## src/design/rpc_queue.sv

```systemverilog
`timescale 1ns / 1ps
// ----------------------------------------------------------------------------
// Converter work queue
// Small first-in first-out buffer between the front end and the CORDIC.
// ----------------------------------------------------------------------------
module rpc_queue #(
  parameter int WIDTH = 8,
  parameter int DEPTH = 4
) (
  input  logic             clk,
  input  logic             rst,
  input  logic             push_valid,
  output logic             push_ready,
  input  logic [WIDTH-1:0] push_data,
  output logic             pop_valid,
  input  logic             pop_ready,
  output logic [WIDTH-1:0] pop_data
);
  localparam int PTR_W = (DEPTH > 1) ? $clog2(DEPTH) : 1;

  logic [WIDTH-1:0] mem [0:DEPTH-1];
  logic [PTR_W-1:0] wr_ptr;
  logic [PTR_W-1:0] rd_ptr;
  logic [PTR_W:0]   count;
  logic             push;
  logic             pop;

  assign push_ready = (count != (PTR_W + 1)'(DEPTH));
  assign pop_valid  = (count != '0);
  assign push       = push_valid && push_ready;
  assign pop        = pop_valid && pop_ready;
  assign pop_data   = mem[rd_ptr];

  always_ff @(posedge clk) begin
    if (rst) begin
      wr_ptr <= '0;
      rd_ptr <= '0;
      count  <= '0;
    end else begin
      if (push) begin
        wr_ptr <= (wr_ptr == PTR_W'(DEPTH - 1)) ? '0 : wr_ptr + 1'b1;
      end
      if (pop) begin
        rd_ptr <= (rd_ptr == PTR_W'(DEPTH - 1)) ? '0 : rd_ptr + 1'b1;
      end
      if (push && !pop) begin
        count <= count + 1'b1;
      end else if (pop && !push) begin
        count <= count - 1'b1;
      end
    end
  end

  always_ff @(posedge clk) begin
    if (push) begin
      mem[wr_ptr] <= push_data;
    end
  end

endmodule

```

## config.mk

```make
export PLATFORM = sky130hd
export DESIGN_NAME = rpc_queue
export DESIGN_NICKNAME = d
export VERILOG_FILES = /design/src/design/rpc_queue.sv
export SDC_FILE = /design/constraint.sdc
export NUM_CORES = 1
export LEC_CHECK = 0
export ABC_AREA = 1
export BUFFER_PORTS_ARGS = -buffer_cell sky130_fd_sc_hd__buf_2
export CAP_MARGIN = 15
export CORE_ASPECT_RATIO = 1.1
export CORE_MARGIN = 1.5
export CORE_UTILIZATION = 25
export DETAILED_ROUTE_END_ITERATION = 8
export GPL_ROUTABILITY_DRIVEN = 0
export PLACE_DENSITY = 0.48
export SETUP_SLACK_MARGIN = 0.05
export SYNTH_ARGS = -nofsm -noshare
export SYNTH_HDL_FRONTEND = slang
export SYNTH_SLANG_ARGS = --single-unit
```

## constraint.sdc

```tcl
create_clock -name clk -period 5.2 [get_ports clk]
set_input_delay 0 -clock clk [delete_from_list [all_inputs] [get_ports clk]]
set_output_delay 0 -clock clk [all_outputs]
set_load 0.02 [all_outputs]
```

==> results.txt <==
----------------------------------------------------
[Min path]
  Startpoint of the tightest hold check path ... push_valid
  Cell depth of the worst hold path ... 3
  Hold Path End ... wr_ptr[1]
  Tightest Hold Check Type ... in2reg

[Pwr]
  Fraction of power consumed by the clock network ... about a quarter
  Total leakage power ... roughly 0.81 nW
  Int Power ... around 660 µW
  Portion of total power attributed to sequential cells ... between 40% and 50%
  Net switching component of the power ... ~360 µW
  Cell area power density ... 490 nW/µm²
  Switching share of total power ... a little over a third
  Peak supply drop ... ~0.19 mV
  Part of the total power dissipated in combinational logic ... 32.0%
  Sum of internal, switching and leakage power ... between 1 and 1.5 mW

[Global routing]
  Maximum number of pins on one net before global-route repair ... 18
  Total congestion overflow after global routing ... 0
  Vias in the first global route ... between 1,000 and 1,500
  Wire length of the first global-routing pass ... between 4000 and 5000 µm
  Aggregate global-route resource usage ... a little under a tenth
  Number of antenna violations at the first check in global routing ... 0

[Critical path]
  Arrival time at the worst endpoint ... around 2 ns
  Reg-to-reg slack, setup ... roughly 3.4 ns
  Endpoint class of the critical path ... flip-flop
  Required time of the critical path ... around 5.4 ns
  Worst r2r dst ... count[1]
  Crit Reg-Reg Startpoint ... count[1]
  Register-to-Register Path Depth ... 9
  Critical path launch point type ... flip-flop
  Highest net fanout along the worst path ... 7
  Type of the worst setup path ... reg2reg

[Timing]
  Final number of max-transition violations ... 0
  Worst slew margin relative to its limit ... between 40 and 50%
  Setup repair after global routing missed its margin ... no
  Clock Skews ... approximately 0.0037 ns
  Slew at the pin closest to its max-slew limit ... 0.823 ns
  Maximum clock frequency ... 552 MHz
  Count of endpoints failing setup in the final report ... 0
  Final clock period utilization by the worst path ... 34.9%
  Post-layout worst setup margin ... ~3.4 ns
  TNS Setup ... 0 ns
  Hold violation total from the final report ... 0
  Min Tclk post-route ... around 1.8 ns

[Yosys]
  Leading cell types by total area after synthesis ... sky130_fd_sc_hd__edfxtp_1, sky130_fd_sc_hd__dfxtp_1, sky130_fd_sc_hd__nor2_1
  Post-synthesis net count ... between 150 and 200
  Yosys top cell by area ... sky130_fd_sc_hd__edfxtp_1
  Area share of the largest cell type after synthesis ... a little under three fifths
  Async set-reset flop share out of synthesis ... 0%
  Synthesized instance count ... 145
  Number of distinct library cell variants in the gate-level netlist after synthesis ... 20
  Synthesis warning total ... 0
  Sequential cell area fraction in the yosys report ... between 60 and 70%
  Number of synthesized register bits ... slightly above 40
  Post-synthesis instance area ... 1700 µm²
  Mean post-synth cell area ... roughly 12 µm²
  Leading post-synthesis cells by instance count ... sky130_fd_sc_hd__edfxtp_1, sky130_fd_sc_hd__nor2_1, sky130_fd_sc_hd__inv_1
  Post-synth EDFFs ... 32
  Top_reg_cell synth ... sky130_fd_sc_hd__edfxtp_1

[Cells and area]
  Antenna cells ... 0
  Synthesis-to-layout area growth ... 22.3%
  Layout cell share with drive strength beyond 1 ... between 20% and 30%
  Net count, final ... 199
  Layout filler cell count ... 702
  Post-Layout Cell Count ... approximately 260
  Share of the core filled with cells ... between 30% and 40%

[Detailed routing]
  Final ANT Viol Nets ... 0
  DR iter-0 viols ... between 50 and 60
  TritonRoute pass-1 iters ... 4
  Detail-routed via count per cell ... approximately 4
  Post-DR wirelength/cell ... around 12 µm
  Final routed wirelength across all metal layers ... between 3000 and 4000 µm
  Overall via count from detail_route ... ~1,100
  DR DRC count ... 0

[Placed design]
  Port Buffer Count ... 21
  Number of placed cells counting well taps ... roughly 250
  Pre-CTS setup slack ... roughly 3.4 ns
  Post-DP HPWL ... between 2000 and 2500 µm

[Floorplanning]
  Chip Height ... between 80 and 90 µm
  Horizontal die dimension ... 81.5 µm
  Standard-cell row count ... 31
  Boundary Pins ... 22
  Die outline area ... about 7300 µm²
  Core area ... about 6600 µm²
  Initial Util ... roughly a quarter

[CTS]
  Insertion delay to the later sink of the worst-skew pair ... between 0.2 and 0.3 ns
  CTS tree ... done
  Number of CTS-inserted buffers ... 5
  Clock transition at the register clock pins on the worst setup and hold paths after CTS ... roughly 0.07 ns
  Max clock buf depth ... 2
  Clock sinks ... 41
  Post-CTS Setup Bufs ... 0
  CTS root buffer ... sky130_fd_sc_hd__clkbuf_8
  CTS HTree Levels ... 2

[Flow run]
  Max_cap viols ... 0

[Status]
  Result of the run ... finished clean

----------------------------------------------------
[kinds of logic after synthesis]
group | synth area share, %
adder cells (fa/ha/maj) | 5.60
flip-flops | 67.3
buffers and inverters | 4.87
XOR/XNOR | 0.516
AO/OA/AOI/OAI | 9.22
AND/OR/NAND/NOR | 12.5
[worst max path at each step]
stage | start | to | cells after the start
2_1_floorplan | count[1] | count[1] | 9
4_1_cts | flip-flop | pop_data[7] | 4
3_5_place_dp | count[1] | count[1] | 9
5_1_grt | count[0] | count[2] | 13
6_report | count[1] | count[1] | 9
3_3_place_gp | count[1] | count[1] | 9
[layout make-up]
class	instances	area (µm²)	area share (%)
Clock inverter	2	35.0	1.69
Timing Repair Buffer	30	195	9.40
Inverter	16	60.1	2.89
Clock buffer	5	68.8	3.32
Sequential cell	41	1140	55.0
Multi-Input combinational cell	86	473	22.8
Tap cell	82	103	4.94
[metrics by stage]
step | instance area, µm² | hold slack, ns
finish | 2080 | 0.0156
detailed placement | 1880 | 0.182
CTS | 2080 | 0.00488
global placement | 1880 | 0.179
floorplan | 1700 | 0.0724
global route | 2080 | 0.0241
[critical path, cell delays in order (launching register included)]
cell and delay (ns):
sky130_fd_sc_hd__dfxtp_1 0.35, sky130_fd_sc_hd__nor2_2 0.16, sky130_fd_sc_hd__nand2_2 0.09, sky130_fd_sc_hd__nand2_2 0.13, sky130_fd_sc_hd__inv_1 0.06, sky130_fd_sc_hd__ha_1 0.20, sky130_fd_sc_hd__inv_1 0.09, sky130_fd_sc_hd__fa_1 0.40
sky130_fd_sc_hd__o21ai_0 0.18, sky130_fd_sc_hd__nor2_1 0.05
[sequential cells by signal, indices dropped and copies added, names as in the netlist, named ones only]
signal / cells
wr_ptr: 2
mem: 32
rd_ptr: 2
count: 3
[placed cells by master, fill, tap and decap left out]
master and instances:
sky130_fd_sc_hd__a21oi_1 2, sky130_fd_sc_hd__buf_2 21, sky130_fd_sc_hd__bufinv_16 1, sky130_fd_sc_hd__clkbuf_8 5
sky130_fd_sc_hd__clkinv_2 1, sky130_fd_sc_hd__dfxtp_1 9, sky130_fd_sc_hd__dlygate4sd3_1 9, sky130_fd_sc_hd__edfxtp_1 32
sky130_fd_sc_hd__fa_1 1, sky130_fd_sc_hd__ha_1 6, sky130_fd_sc_hd__inv_1 15, sky130_fd_sc_hd__inv_2 1
sky130_fd_sc_hd__nand2_1 11, sky130_fd_sc_hd__nand2_2 3, sky130_fd_sc_hd__nand3_1 1, sky130_fd_sc_hd__nand3b_1 2
sky130_fd_sc_hd__nand4_1 1, sky130_fd_sc_hd__nor2_1 32, sky130_fd_sc_hd__nor2_2 1, sky130_fd_sc_hd__o21ai_0 13
sky130_fd_sc_hd__o21ai_1 1, sky130_fd_sc_hd__o21ai_2 3, sky130_fd_sc_hd__o22ai_1 8, sky130_fd_sc_hd__xor2_1 1
[repair_timing]
action / CTS / global route
hold endpoints to repair: 33 / 0
resized for setup: 0 / 0
endpoints found under the setup margin: 0 / 0
hold buffers: 9 / 0
[layer usage]
metal / global-route usage, % / vias up / share of wire [%]
met5: 0 / - / 0
met4: 3.29 / 0 / 0.76
met3: 2.96 / 4 / 5.7
met2: 15.0 / 23 / 46
met1: 10.9 / 482 / 48
li1: - / 562 / -
[power groups by stage]
| stage | Sequential [mW] | Clock (mW) | Combinational (mW) |
|---|---|---|---|
| after floorplan | 0.440 | 0 | 0.250 |
| after global routing | 0.459 | 0.261 | 0.372 |
| final | 0.451 | 0.241 | 0.326 |
| after CTS | 0.453 | 0.246 | 0.332 |
| after detailed placement | 0.460 | 0 | 0.327 |
| after global placement | 0.459 | 0 | 0.325 |
Note: power is estimated with default switching activity, not from simulation.
