## src/design/rpc_pkg.sv

```systemverilog
`timescale 1ns / 1ps
// ----------------------------------------------------------------------------
// Rectangular/polar converter package
// Shared types, the CORDIC arctangent table and fixed-point constants.
// ----------------------------------------------------------------------------
package rpc_pkg;

  typedef enum logic {
    CMD_TO_POLAR = 1'b0,
    CMD_TO_RECT  = 1'b1
  } cmd_t;

  // Per-item control that travels with the coordinates through the queue.
  typedef struct packed {
    cmd_t mode;
    logic origin;
    logic negate;
  } rpc_ctl_t;

  localparam int GUARD_BITS  = 16;
  localparam int GAIN_SHIFT  = 30 - GUARD_BITS;
  localparam int PHASE_BITS  = 32;
  localparam int QUEUE_DEPTH = 4;

  // Reciprocal of the CORDIC gain in Q30.
  localparam logic signed [31:0] GAIN_Q30 = 32'sd652032875;

  // Angle accumulator is one bit wider than a turn so the rotation residue keeps its sign.
  localparam logic signed [PHASE_BITS:0] HALF_TURN    = 33'sh0_8000_0000;
  localparam logic signed [PHASE_BITS:0] QUARTER_TURN = 33'sh0_4000_0000;

  // atan(2^-i) in units of 2^-32 turn.
  localparam logic [31:0] ATAN_TURN32 [0:31] = '{
    32'd536870912, 32'd316933406, 32'd167458907, 32'd85004756,
    32'd42667331,  32'd21354465,  32'd10679838,  32'd5340245,
    32'd2670163,   32'd1335087,   32'd667544,    32'd333772,
    32'd166886,    32'd83443,     32'd41722,     32'd20861,
    32'd10430,     32'd5215,      32'd2608,      32'd1304,
    32'd652,       32'd326,       32'd163,       32'd81,
    32'd41,        32'd20,        32'd10,        32'd5,
    32'd3,         32'd1,         32'd1,         32'd0
  };

endpackage

```

## src/design/rpc_if.sv

```systemverilog
`timescale 1ns / 1ps
// ----------------------------------------------------------------------------
// Converter channel interfaces
// Valid/ready channels for input points and converted results.
// ----------------------------------------------------------------------------
interface rpc_in_if #(
  parameter int DATA_WIDTH = 16
);
  logic                         valid;
  logic                         ready;
  logic                         command;
  logic signed [DATA_WIDTH-1:0] first_value;
  logic signed [DATA_WIDTH-1:0] second_value;

  modport source (output valid, command, first_value, second_value, input ready);
  modport sink   (input valid, command, first_value, second_value, output ready);
endinterface


```

## src/design/rpc_front.sv

```systemverilog
`timescale 1ns / 1ps
// ----------------------------------------------------------------------------
// Converter front end
// Accepts points, classifies them, removes the CORDIC gain and works out the
// half-turn fold of the angle, flagging the start vector for negation.
// ----------------------------------------------------------------------------
module rpc_front #(
  parameter int DATA_WIDTH = 16,
  parameter int WORK_WIDTH = 34
) (
  input  logic                         clk,
  input  logic                         rst,
  rpc_in_if.sink                       point,
  output logic                         work_valid,
  input  logic                         work_ready,
  output rpc_pkg::rpc_ctl_t            work_ctl,
  output logic signed [WORK_WIDTH-1:0] work_x,
  output logic signed [WORK_WIDTH-1:0] work_y,
  output logic [rpc_pkg::PHASE_BITS:0] work_z
);
  import rpc_pkg::*;

  localparam int PROD_W    = WORK_WIDTH + GAIN_SHIFT;
  localparam int ANG_SHIFT = PHASE_BITS - DATA_WIDTH;

  logic signed [PROD_W-1:0]     prod_a;
  logic signed [PROD_W-1:0]     prod_b;
  logic signed [PHASE_BITS-1:0] phase_in;
  logic signed [PHASE_BITS:0]   resid;
  logic                         fold;
  rpc_ctl_t                     ctl_next;
  logic signed [WORK_WIDTH-1:0] y_next;
  logic [PHASE_BITS:0]          z_next;

  assign point.ready = !work_valid || work_ready;

  assign prod_a = PROD_W'(point.first_value) * PROD_W'(GAIN_Q30);
  assign prod_b = PROD_W'(point.second_value) * PROD_W'(GAIN_Q30);

  assign phase_in = $signed(PHASE_BITS'(point.second_value) << ANG_SHIFT);
  assign resid    = (PHASE_BITS + 1)'(phase_in);
  assign fold     = (resid > QUARTER_TURN) || (resid < -QUARTER_TURN);

  always_comb begin
    ctl_next.mode = cmd_t'(point.command);
    if (ctl_next.mode == CMD_TO_POLAR) begin
      ctl_next.origin = (point.first_value == '0) && (point.second_value == '0);
      ctl_next.negate = point.first_value[DATA_WIDTH-1];
      y_next          = prod_b[GAIN_SHIFT +: WORK_WIDTH];
      z_next          = ctl_next.negate ? HALF_TURN : '0;
    end else begin
      ctl_next.origin = 1'b0;
      ctl_next.negate = fold;
      y_next          = '0;
      if (!fold) begin
        z_next = resid;
      end else if (resid > 0) begin
        z_next = resid - HALF_TURN;
      end else begin
        z_next = resid + HALF_TURN;
      end
    end
  end

  always_ff @(posedge clk) begin
    if (rst) begin
      work_valid <= 1'b0;
    end else if (point.ready) begin
      work_valid <= point.valid;
    end
  end

  always_ff @(posedge clk) begin
    if (point.ready && point.valid) begin
      work_ctl <= ctl_next;
      work_x   <= prod_a[GAIN_SHIFT +: WORK_WIDTH];
      work_y   <= y_next;
      work_z   <= z_next;
    end
  end

endmodule

```

## src/flat_wrapper.sv

```systemverilog
// flat-port wrapper written by rule: the top's interface ports become plain ports
module rpc_front_flat import rpc_pkg::*;
#(
  parameter int DATA_WIDTH = 16,
  parameter int WORK_WIDTH = 34
)
  (clk, rst, work_valid, work_ready, work_ctl, work_x, work_y, work_z, point_valid, point_command, point_first_value, point_second_value, point_ready);
  rpc_in_if #(.DATA_WIDTH(DATA_WIDTH)) point_i ();
  input  logic clk;
  input  logic rst;
  output logic work_valid;
  input  logic work_ready;
  output rpc_pkg::rpc_ctl_t work_ctl;
  output logic signed [WORK_WIDTH-1:0] work_x;
  output logic signed [WORK_WIDTH-1:0] work_y;
  output logic [rpc_pkg::PHASE_BITS:0] work_z;
  input wire logic [$bits(point_i.valid)-1:0] point_valid;
  input wire logic [$bits(point_i.command)-1:0] point_command;
  input wire logic [$bits(point_i.first_value)-1:0] point_first_value;
  input wire logic [$bits(point_i.second_value)-1:0] point_second_value;
  output wire logic [$bits(point_i.ready)-1:0] point_ready;
  assign point_i.valid = point_valid;
  assign point_i.command = point_command;
  assign point_i.first_value = point_first_value;
  assign point_i.second_value = point_second_value;
  assign point_ready = point_i.ready;
  rpc_front #(.DATA_WIDTH(DATA_WIDTH), .WORK_WIDTH(WORK_WIDTH)) u_core (.clk(clk), .rst(rst), .point(point_i), .work_valid(work_valid), .work_ready(work_ready), .work_ctl(work_ctl), .work_x(work_x), .work_y(work_y), .work_z(work_z));
endmodule
```

## config.mk

```make
export PLATFORM = sky130hd
export DESIGN_NAME = rpc_front_flat
export DESIGN_NICKNAME = d
export VERILOG_FILES = /design/src/design/rpc_pkg.sv /design/src/design/rpc_if.sv /design/src/design/rpc_front.sv /design/src/flat_wrapper.sv
export SDC_FILE = /design/constraint.sdc
export NUM_CORES = 1
export LEC_CHECK = 0
export BUFFER_PORTS_ARGS = -buffer_cell sky130_fd_sc_hd__buf_2
export CAP_MARGIN = 0
export CORE_UTILIZATION = 68
export DETAILED_ROUTE_END_ITERATION = 6
export PLACE_DENSITY = 0.88
export SLEW_MARGIN = 10
export SYNTH_ARGS = -nofsm -noshare
export SYNTH_HDL_FRONTEND = slang
export SYNTH_SLANG_ARGS = --single-unit
```

## constraint.sdc

```tcl
create_clock -name clk -period 10.49 [get_ports clk]
set_input_delay 0 -clock clk [delete_from_list [all_inputs] [get_ports clk]]
set_output_delay 0 -clock clk [all_outputs]
set_load 0.02 [all_outputs]
```

==> impl_results.md, run 1 <==
- Run status: complete, no violations
- Final Instance Area: 21,100 µm²
- Number of flops mapped to enable cells by yosys: 86
- Slew Viols, Final: 0
- Post-synthesis sequential area ratio: 0.132
- Synthesized area per cell: 10.3 µm²
- Clock insertion delay at the later pin of the skew report: 0.36 ns
- Dpl cell area: 20,700 µm²
- CTS Root Cell: clkbuf_16
- Worst EP required: ~11 ns
- # setup viols final: 0
- CTS tree: yes
- Area contributors post-synth: fa_1 (38%), ha_1 (22%), edfxtp_1 (13%)
- Area share of the largest cell type after synthesis: 0.379
- HPWL Detailed: 45,500 µm
- Yosys reg bits: 87
- Tot GR Track Use: 0.366
- TNS Setup: 0 ns
- Startpoint types: input pin
- Clk sinks: 87
- Max_slew headroom: 0.302
- RePlAce Congestion: 1.01
- Post-synth top area cell: fa_1
- FMAX: 152 MHz
- RSZ-0062 raised after global routing: no
- Number of max-cap violations: 0
- Final Cycle Share: 0.629
- Chip height: 172 µm
- Via count: 13,638
- Worst-Margin Slew: 1.04 ns
- CTS resizes: 0
- Max Fanout on Critical Path: 6
- NumNets Final: around 2,800
- Cell Area, Synth: between 15,000 and 20,000 µm²
- Ratio of cells with drive above 1 in the final layout: 0.0795
- Vias per cell: 5.63
- CTS buffer count: 9
- Initial antenna violation count: 0
- Hold_ws: 0.0910 ns
- Crit path time final: ~6.6 ns
- Placed insts: roughly 2,400
- Num rows: 62
- DR iter-0 viols: just under 1,000
- R2R setup slack: 8.52 ns
- First-pass GRT wire length: between 70,000 and 80,000 µm
- Worst min path class: in -> reg
- Die Wd: 172 µm
- Final WL: just over 50,000 µm
- H-tree levels: 3
- I/O Buffers: 126
- Post-synthesis cell count: around 1,900
- Largest net degree at the start of global routing: 73
- CTS max path bufs: 2
- Core Area: 28,600 µm²
- Residual DRC count: 0
- Clock Skews: 0.0159 ns
- CP endpoint kind: flop
- Synth cell types: 53
- Final ANT Viol Nets: 0
- Final std cells w/o fill: 2,421
- DRT Pass-1 Iters: 7
- Critical path arrival: approximately 6.7 ns
- Clock slew at reported path FFs: approximately 0.080 ns
- Final Hold Fails: 0
- Initial core utilization: 0.690
- Synthesis Warnings: 0
- Asr flop ratio synth: 0
- Post-synth top flop: edfxtp_1
- Post-DR wirelength/cell: 21.2 µm
- Synth-to-layout area growth: 6.71%
- Die ar.: 29,700 µm²
- N_diodes: 0
- Overflow after GRT: 0
- Number of global-route vias before repair: 14,581
- Ports: about 140
- Critical path class: in -> reg
routing by layer:
layer | GRT usage | part of all wire
met2 | 0.659 | 0.52
met4 | 0.171 | 0.050
met1 | 0.435 | 0.37
met5 | 0 | 0
met3 | 0.0472 | 0.055
synthesized netlist by cell type, drive strengths merged, types with 3 or more instances:
master,count
nand2b,6
o21bai,5
and2,19
a21boi,3
fa,374
o211ai,10
nor2b,12
clkbuf,15
inv,590
buf,19
a21o,40
a311oi,3
xnor2,36
nand3,18
o21ai,37
and3,5
a211oi,6
nand2,44
a21oi,73
o21a,6
ha,346
nor2,54
nand4,23
a31oi,8
edfxtp,86
nor3b,4
xor2,28
or2,8
nor3,7
nor4,3
flip-flops by register name (all words and copies together), names as in the netlist:
signal,flops
u_core.work_ctl,3
u_core.work_valid,1
u_core.work_y,33
u_core.work_z,17
u_core.work_x,33
timing repair:
action,in CTS,in global routing
setup buffers,0,0
hold buffers,2,0
hold endpoints to repair,1,0
critical path, cell delays in order:
cell and delay [ns]:
buf_2 0.18, inv_1 0.12, ha_1 0.38, inv_1 0.14
fa_1 0.55, inv_1 0.07, fa_1 0.46, fa_1 0.55
inv_1 0.05, fa_1 0.47, inv_1 0.05, fa_1 0.48
inv_1 0.04, ha_1 0.29, and3_1 0.19, and2_4 0.16
a311oi_2 0.38, nand4_1 0.18, a311oi_1 0.92, nor2_1 0.26
a211oi_2 0.30, o21ai_1 0.15, a21o_1 0.21, xor2_1 0.14
cell type report:
cell class                 count  area [µm²]
timing repair buffer         130         666
inverter                     590        2210
clock buffer                  10         239
sequential                    87        2600
fill                        2107        7540
clock inverter                 6        78.8
multi-input combinational   1214       14800
tap                          384         480
cells in the final DEF (no fill, tap or decap), types with 3 or more instances in the layout:
cell type and n:
a31oi_1 8, edfxtp_1 86, a21boi_0 3, a211oi_1 4, nor2_1 54, o211ai_1 10
ha_1 346, a21oi_1 71, nand3_1 18, nor2b_1 12, xnor2_1 36, o21bai_1 5
nand4_1 23, xor2_1 28, inv_1 590, clkbuf_16 9, a21o_1 40, and3_1 5
and2_1 17, or2_2 8, fa_1 374, buf_2 126, o21a_1 6, nor4_1 3
nor3_1 7, conb_1 16, nand2_1 44, o21ai_0 34, nor3b_1 4, nand2b_1 6
logic make-up (layout without fill, tap and decap cells):
family	after synthesis	count (layout)	share of synthesized area
fa+ha+maj	720	720	0.598
compound gates	199	199	0.0638
mux	2	2	0.00114
xor+xnor	64	64	0.0284
other cells	1	16	0.000190
simple gates	213	213	0.0548
buf+inv	624	736	0.122
flops	87	87	0.132
metrics by stage:
stage / util / setup WS, ns
after global placement: 0.725 / 3.58
after CTS: 0.737 / 3.92
after global routing: 0.737 / 3.67
after floorplan: - / 4.70
after detailed placement: 0.725 / 3.52
final: 0.737 / 3.89
path summary, 6_finish.rpt:
check,depth (start not counted),end,from
worst max-delay path,24,u_core.work_x[32]$_DFFE_PP_,point_first_value[5]
worst min-delay path,2,u_core.work_z[25]$_SDFFCE_PN0P_,point_second_value[9]
worst max register to register,3,u_core.work_x[10]$_DFFE_PP_,u_core.work_valid$_SDFFE_PP0N_
worst min register to register,2,u_core.work_x[22]$_DFFE_PP_,u_core.work_valid$_SDFFE_PP0N_
Power of run 1 is left out: the tool's default activity adds up to more than one toggle a clock period on the data nets, which glitch-free logic cannot reach.
==> run 2, diff against run 1 <==
--- a/config.mk
+++ b/config.mk
@@ -5,11 +5,12 @@
 export SDC_FILE = /design/constraint.sdc
 export NUM_CORES = 1
 export LEC_CHECK = 0
+export ABC_AREA = 1
 export BUFFER_PORTS_ARGS = -buffer_cell sky130_fd_sc_hd__buf_2
 export CAP_MARGIN = 0
-export CORE_UTILIZATION = 68
+export CORE_UTILIZATION = 58
 export DETAILED_ROUTE_END_ITERATION = 6
-export PLACE_DENSITY = 0.88
+export PLACE_DENSITY = 0.8
 export SLEW_MARGIN = 10
 export SYNTH_ARGS = -nofsm -noshare
 export SYNTH_HDL_FRONTEND = slang
==> constraint.sdc (replaced) <==
create_clock -name clk -period 5.5 [get_ports clk]
set_input_delay 0 -clock clk [delete_from_list [all_inputs] [get_ports clk]]
set_output_delay 0 -clock clk [all_outputs]
set_load 0.02 [all_outputs]
==> impl_results.md, run 2 <==
- Run status: complete, no violations (unchanged)
- Placed insts: 3,504 (was 2,403)
- Die Wd: 200 µm (was 172 µm)
- CTS tree: yes (unchanged)
- Final std cells w/o fill: 3,522 (was 2,421)
- CTS resizes: 0 (unchanged)
- CTS max path bufs: 2 (unchanged)
- Tot GR Track Use: 0.397 (was 0.366)
- Register area: 2600 µm² (unchanged)
- Worst EP required: 5.64 ns (was 10.61 ns)
- Crit path time final: about 5.2 ns
- Num rows: 72 (was 62)
- Reg2reg path depth: 2 (was 3)
- Die ar.: 39,900 µm² (was 29,700 µm²)
- Area share of the largest cell type after synthesis: 0.330 (was 0.379)
- I/O Buffers: 126 (unchanged)
- Dpl cell area: 24,700 µm² (was 20,700 µm²)
- Beginning of the critical path: point_second_value[4] (was point_first_value[5])
- Hold_ws: 0.0124 ns (was 0.0910 ns)
- Most common cell in the synthesized netlist: inv_1 (unchanged)
- Core Area: 38,600 µm² (was 28,600 µm²)
- Max Fanout on Critical Path: 8 (was 6)
- Post-DR wirelength/cell: 21.1 µm (was 21.2 µm)
- Most frequent cells in the layout: inv_1 (836), nand2_1 (547), fa_1 (374) (was inv_1 (590), fa_1 (374), ha_1 (346))
- Final Hold Fails: 0 (unchanged)
- TNS Setup: 0 ns (unchanged)
- Post-synth top area cell: fa_1 (unchanged)
- Post-CTS setup buffer count: 0 (unchanged)
- Final Cycle Share: 0.947
- Initial antenna violation count: 0 (unchanged)
- Area contributors post-synth: fa_1 (33%), ha_1 (19%), inv_1 (14%) (was fa_1 (38%), ha_1 (22%), edfxtp_1 (13%))
- Final Instance Area: 25,000 µm² (was 21,100 µm²)
- Final WL: 74,100 µm (was 51,400 µm)
- DRT Pass-1 Iters: 5 (was 7)
- Worst min path class: in -> reg (unchanged)
- Multi-input logic area: 16,800 µm² (was 14,800 µm²)
- First-pass GRT wire length: 113,000 µm (was 78,900 µm)
- Slew Viols, Final: 0 (unchanged)
- Clock slew at reported path FFs: 0.08 ns (about the same)
- CTS Root Cell: clkbuf_16 (unchanged)
- CP endpoint kind: flop (unchanged)
- Commonest non-fill, non-tap cell in the layout: inv_1 (unchanged)
- Cell Area, Synth: 22,700 µm² (was 19,800 µm²)
- FMAX: 192 MHz
- H-tree levels: 3 (unchanged)
- Residual DRC count: 0 (unchanged)
- Crit path to: u_core.work_y[30]$_SDFFCE_PP0P_ (was u_core.work_x[32]$_DFFE_PP_)
- Reg-to-Reg Start: u_core.work_valid$_SDFFE_PP0N_ (unchanged)
- Worst-Margin Slew: 0.960 ns (was 1.04 ns)
- HPWL Detailed: 66,300 µm (was 45,500 µm)
- Max_slew headroom: 0.360 (was 0.302)
- Synthesis Warnings: 0 (unchanged)
- # setup viols final: 0 (unchanged)
- Ratio of cells with drive above 1 in the final layout: 0.108 (was 0.0795)
- Clk sinks: 87 (unchanged)
- Post-synth top flop: edfxtp_1 (unchanged)
- Startpoint types: input pin (unchanged)
- RSZ-0062 raised after global routing: no (unchanged)
- Critical path class: in -> reg (unchanged)
- Number of max-cap violations: 0 (unchanged)
- Initial core utilization: 0.587 (was 0.690)
- Largest net degree at the start of global routing: 67 (was 73)
- Largest regs: u_core.work_x x33, u_core.work_y x33, u_core.work_z x17 (unchanged)
- N_diodes: 0 (unchanged)
- Post-synthesis cell count: 2,764 (was 1,910)
- Critical path arrival: 5.35 ns (was 6.72 ns)
- R2R setup slack: 3.18 ns (was 8.52 ns)
- Fillers: 3,424 (was 2,107)
- Synth-to-layout area growth: 10.1% (was 6.71%)
- Vias per cell: 5.32 (was 5.63)
- Post-synthesis sequential area ratio: 0.115 (was 0.132)
- NumNets Final: 3,756 (was 2,789)
- Chip height: 200 µm (was 172 µm)
- Synthesized area per cell: 8.21 µm² (was 10.3 µm²)
- RePlAce Congestion: 1.02 (was 1.01)
- Overflow after GRT: 0 (unchanged)
- Cts hold-fix bufs: 2 (unchanged)
- Final ANT Viol Nets: 0 (unchanged)
- Ports: 143 (unchanged)
- Asr flop ratio synth: 0 (unchanged)
- CTS buffer count: 9 (unchanged)
- Commonest cells post-synth: inv_1 (836), nand2_1 (547), fa_1 (374) (was inv_1 (590), fa_1 (374), ha_1 (346))
- Clock Skews: 0.0175 ns (was 0.0159 ns)
- Yosys reg bits: 87 (unchanged)
- Worst hold path startpoint: point_second_value[14] (was point_second_value[9])
- Synth cell types: 42 (was 53)
- DR iter-0 viols: 1,065 (was 970)
- Number of flops mapped to enable cells by yosys: 86 (unchanged)
- RR Endpoint: u_core.work_y[0]$_SDFFCE_PP0P_ (was u_core.work_x[10]$_DFFE_PP_)
- Clock insertion delay at the later pin of the skew report: 0.40 ns (was 0.36 ns)
- Via count: 18,726 (was 13,638)
- Number of global-route vias before repair: 20,330 (was 14,581)
-- run 2: cell count changes after synthesis, sizes merged, moves of 8 or more --
cell	before	now
nand2	44	564
inv	590	849
nor2	54	183
nand3	18	80
a21oi	73	113
a21o	40	7
xnor2	36	4
and2	19	2
xor2	28	13
clkbuf	15	3
nor2b	12	0
o21bai	5	13
-- run 2: cells by family (layout without fill, tap and decap cells) --
family | Yosys count | after routing | share of synthesized area
simple gates | 877 | 877 | 0.164
buf+inv | 874 | 1099 | 0.148
fa+ha+maj | 720 | 720 | 0.521
compound gates | 188 | 188 | 0.0458
flops | 87 | 87 | 0.115
xor+xnor | 17 | 17 | 0.00656
other cells | 1 | 16 | 0.000165
-- run 2: per-layer routing --
layer	vias to the layer above	part of all wire	global-route usage
met5	-	0	0
met4	0	0.11	0.378
met3	310	0.044	0.0516
met2	733	0.50	0.698
met1	9005	0.35	0.409
li1	8678	-	-
-- run 2: cell type report --
type / instances / area share
inverter: 851 / 0.128
tap: 518 / 0.0260
clock buffer: 9 / 0.00902
multi-input combinational: 1818 / 0.673
timing repair buffer: 232 / 0.0573
sequential: 87 / 0.104
clock inverter: 7 / 0.00311
-- run 2: worst max-delay path, stage by stage --
cell	delay [ns]
buf_2	0.24
inv_1	0.08
ha_1	0.40
inv_1	0.12
fa_1	0.55
inv_1	0.14
fa_1	0.52
inv_1	0.06
fa_1	0.55
inv_1	0.06
fa_1	0.48
inv_1	0.05
fa_1	0.49
inv_1	0.05
ha_1	0.38
nand2_2	0.11
nor2_1	0.26
nand2_1	0.16
nor2_1	0.18
nand3_1	0.10
nand3_1	0.19
nand2_1	0.07
nand2_1	0.07
nor2_1	0.04
-- run 2: worst min-delay path by stage --
stage / end / slack [ns] / cells past startpoint
2_1_floorplan: u_core.work_valid$_SDFFE_PP0N_ / 0.07 / 1
3_3_place_gp: u_core.work_valid$_SDFFE_PP0N_ / 0.15 / 2
3_5_place_dp: u_core.work_valid$_SDFFE_PP0N_ / 0.17 / 2
4_1_cts: u_core.work_z[30]$_SDFFCE_PN0P_ / 0.003 / 3
5_1_grt: u_core.work_z[30]$_SDFFCE_PN0P_ / 0.03 / 3
6_report: u_core.work_z[30]$_SDFFCE_PN0P_ / 0.01 / 3
-- run 2: stage by stage --
stage / util / setup WS [ns]
floorplan: - / 0.353
global placement: 0.638 / 0.00464
detailed placement: 0.638 / -0.0319
CTS: 0.646 / 0.324
global route: 0.646 / 0.000556
finish: 0.646 / 0.293
Power of run 2 is left out for the same reason.
==> run 3, diff against run 2 <==
--- a/config.mk
+++ b/config.mk
@@ -10,6 +10,7 @@
 export CAP_MARGIN = 0
 export CORE_UTILIZATION = 58
 export DETAILED_ROUTE_END_ITERATION = 6
+export HOLD_SLACK_MARGIN = 0.12
 export PLACE_DENSITY = 0.8
 export SLEW_MARGIN = 10
 export SYNTH_ARGS = -nofsm -noshare
==> impl_results.md, run 3 (synthesized netlist as in run 2, its figures left out) <==
- Reg2reg path depth: 2 (unchanged)
- Initial antenna violation count: 0 (unchanged)
- H-tree levels: 3 (unchanged)
- Placed insts: 3,504 (unchanged)
- N_diodes: 0 (unchanged)
- Largest net degree at the start of global routing: 67 (unchanged)
- Dpl cell area: 24,700 µm² (unchanged)
- Worst min path class: in -> reg (unchanged)
- Final Instance Area: 25,100 µm² (was 25,000 µm²)
- # setup viols final: 0 (unchanged)
- Worst EP required: 5.64 ns (about the same)
- Overflow after GRT: 0 (unchanged)
- Run status: complete, no violations (unchanged)
- Via count: 18,740 (was 18,726)
- CTS Root Cell: clkbuf_16 (unchanged)
- Final Cycle Share: 0.951 (was 0.947)
- Residual DRC count: 0 (unchanged)
- Number of global-route vias before repair: 20,365 (was 20,330)
- Number of max-cap violations: 0 (unchanged)
- Final Hold Fails: 0 (unchanged)
- R2R setup slack: 3.19 ns (was 3.18 ns)
- Die Wd: 200 µm (unchanged)
- Reg-to-Reg Start: u_core.work_valid$_SDFFE_PP0N_ (unchanged)
- Max Fanout on Critical Path: 8 (unchanged)
- CTS tree: yes (unchanged)
- Post-DR wirelength/cell: 21.1 µm (about the same)
- Slew Viols, Final: 0 (unchanged)
- Chip height: 200 µm (unchanged)
- First-pass GRT wire length: 114,000 µm (was 113,000 µm)
- CTS resizes: 0 (unchanged)
- Tot GR Track Use: 0.400 (was 0.397)
- Clock insertion delay at the later pin of the skew report: 0.40 ns (about the same)
- Max_slew headroom: 0.361 (was 0.360)
- Initial core utilization: 0.587 (unchanged)
- Clk sinks: 87 (unchanged)
- DR iter-0 viols: 981 (was 1,065)
- Worst-Margin Slew: 0.958 ns (was 0.960 ns)
- Startpoint types: input pin (unchanged)
- Finished Core Util: 0.649 (was 0.646)
- Most frequent cells in the layout: inv_1 (836), nand2_1 (547), fa_1 (374) (unchanged)
- Final WL: 74,700 µm (was 74,100 µm)
- Final ANT Viol Nets: 0 (unchanged)
- Clock Skews: 0.0176 ns (was 0.0175 ns)
- Final std cells w/o fill: 3,531 (was 3,522)
- NumNets Final: 3,765 (was 3,756)
- FMAX: 191 MHz (was 192 MHz)
- Core Area: 38,600 µm² (unchanged)
- WHS Endpoint: u_core.work_z[28]$_SDFFCE_PN0P_ (was u_core.work_z[30]$_SDFFCE_PN0P_)
- CTS buffer count: 9 (unchanged)
- Die ar.: 39,900 µm² (unchanged)
- RePlAce Congestion: 1.02 (unchanged)
- RSZ-0062 raised after global routing: no (unchanged)
- CTS max path bufs: 2 (unchanged)
- Worst hold path startpoint: point_second_value[12] (was point_second_value[14])
- Crit path time final: 5.23 ns (was 5.21 ns)
- Hold_ws: 0.142 ns (was 0.0124 ns)
- RR Endpoint: u_core.work_y[0]$_SDFFCE_PP0P_ (unchanged)
- HPWL Detailed: 66,300 µm (unchanged)
- Clock slew at reported path FFs: 0.08 ns (about the same)
- Ratio of cells with drive above 1 in the final layout: 0.108 (about the same)
- Commonest non-fill, non-tap cell in the layout: inv_1 (unchanged)
- Largest regs: u_core.work_x x33, u_core.work_y x33, u_core.work_z x17 (unchanged)
- CP endpoint kind: flop (unchanged)
- Critical path class: in -> reg (unchanged)
- Hold Path Cell Cnt: 4 (was 3)
- Critical path arrival: 5.38 ns (was 5.35 ns)
- Vias per cell: 5.31 (was 5.32)
- Ports: 143 (unchanged)
- Num rows: 72 (unchanged)
- I/O Buffers: 126 (unchanged)
- Synth-to-layout area growth: 10.5% (was 10.1%)
- DRT Pass-1 Iters: 5 (unchanged)
[run 3: changes by cell type in the layout (fill, tap and decap cells not counted), sizes merged]
cell,delta
dlygate4sd3,+9
[run 3: final cells by class]
cell class	count	area (µm²)
Clock buffer	9	225
Clock inverter	7	77.6
Fill cell	3425	13600
Inverter	851	3190
Multi-Input combinational cell	1818	16800
Sequential cell	87	2600
Tap cell	518	648
Timing Repair Buffer	241	1520
[run 3: worst max path at each step]
stage                                               from                         endpoint  slack [ns]  cells past startpoint
after floorplan           u_core.work_valid$_SDFFE_PP0N_     u_core.work_ctl[0]$_DFFE_PP_        0.35                      1
after global placement             point_second_value[4]  u_core.work_y[30]$_SDFFCE_PP0P_       0.005                     24
after detailed placement           point_second_value[4]  u_core.work_y[30]$_SDFFCE_PP0P_       -0.03                     24
after CTS                          point_second_value[4]  u_core.work_y[30]$_SDFFCE_PP0P_        0.32                     24
after global routing               point_second_value[4]  u_core.work_y[30]$_SDFFCE_PP0P_       0.003                     25
final                              point_second_value[4]  u_core.work_y[30]$_SDFFCE_PP0P_        0.27                     24
[run 3: stage by stage]
stage / TNS, ns / setup slack [ns]
after floorplan: 0 / 0.353
after global placement: 0 / 0.00464
after detailed placement: -0.0319 / -0.0319
after CTS: 0 / 0.315
after global routing: 0 / 0.00279
final: 0 / 0.268
[run 3: worst max-delay path: stages]
cell and delay, ns:
buf_2 0.24, inv_1 0.08, ha_1 0.40, inv_1 0.12, fa_1 0.55, inv_1 0.14, fa_1 0.52, inv_1 0.06
fa_1 0.55, inv_1 0.06, fa_1 0.48, inv_1 0.05, fa_1 0.49, inv_1 0.05, ha_1 0.38, nand2_2 0.10
nor2_1 0.26, nand2_1 0.16, nor2_1 0.18, nand3_1 0.10, nand3_1 0.20, nand2_1 0.07, nand2_1 0.07, nor2_1 0.04
[run 3: what timing repair did]
| action | CTS | global route |
|---|---|---|
| endpoints found under the hold margin | 10 | 0 |
| hold buffers | 11 | 0 |
| buffers inserted | 0 | 0 |
[run 3: per-layer routing]
metal / part of all wire / wire (µm) / vias up / GRT usage
li1: - / - / 8701 / -
met2: 0.50 / 37200 / 753 / 0.699
met3: 0.046 / 3410 / 307 / 0.0531
met1: 0.35 / 25900 / 8979 / 0.415
met5: 0 / 0 / - / 0
met4: 0.11 / 8150 / 0 / 0.381
Power of run 3 is left out for the same reason.
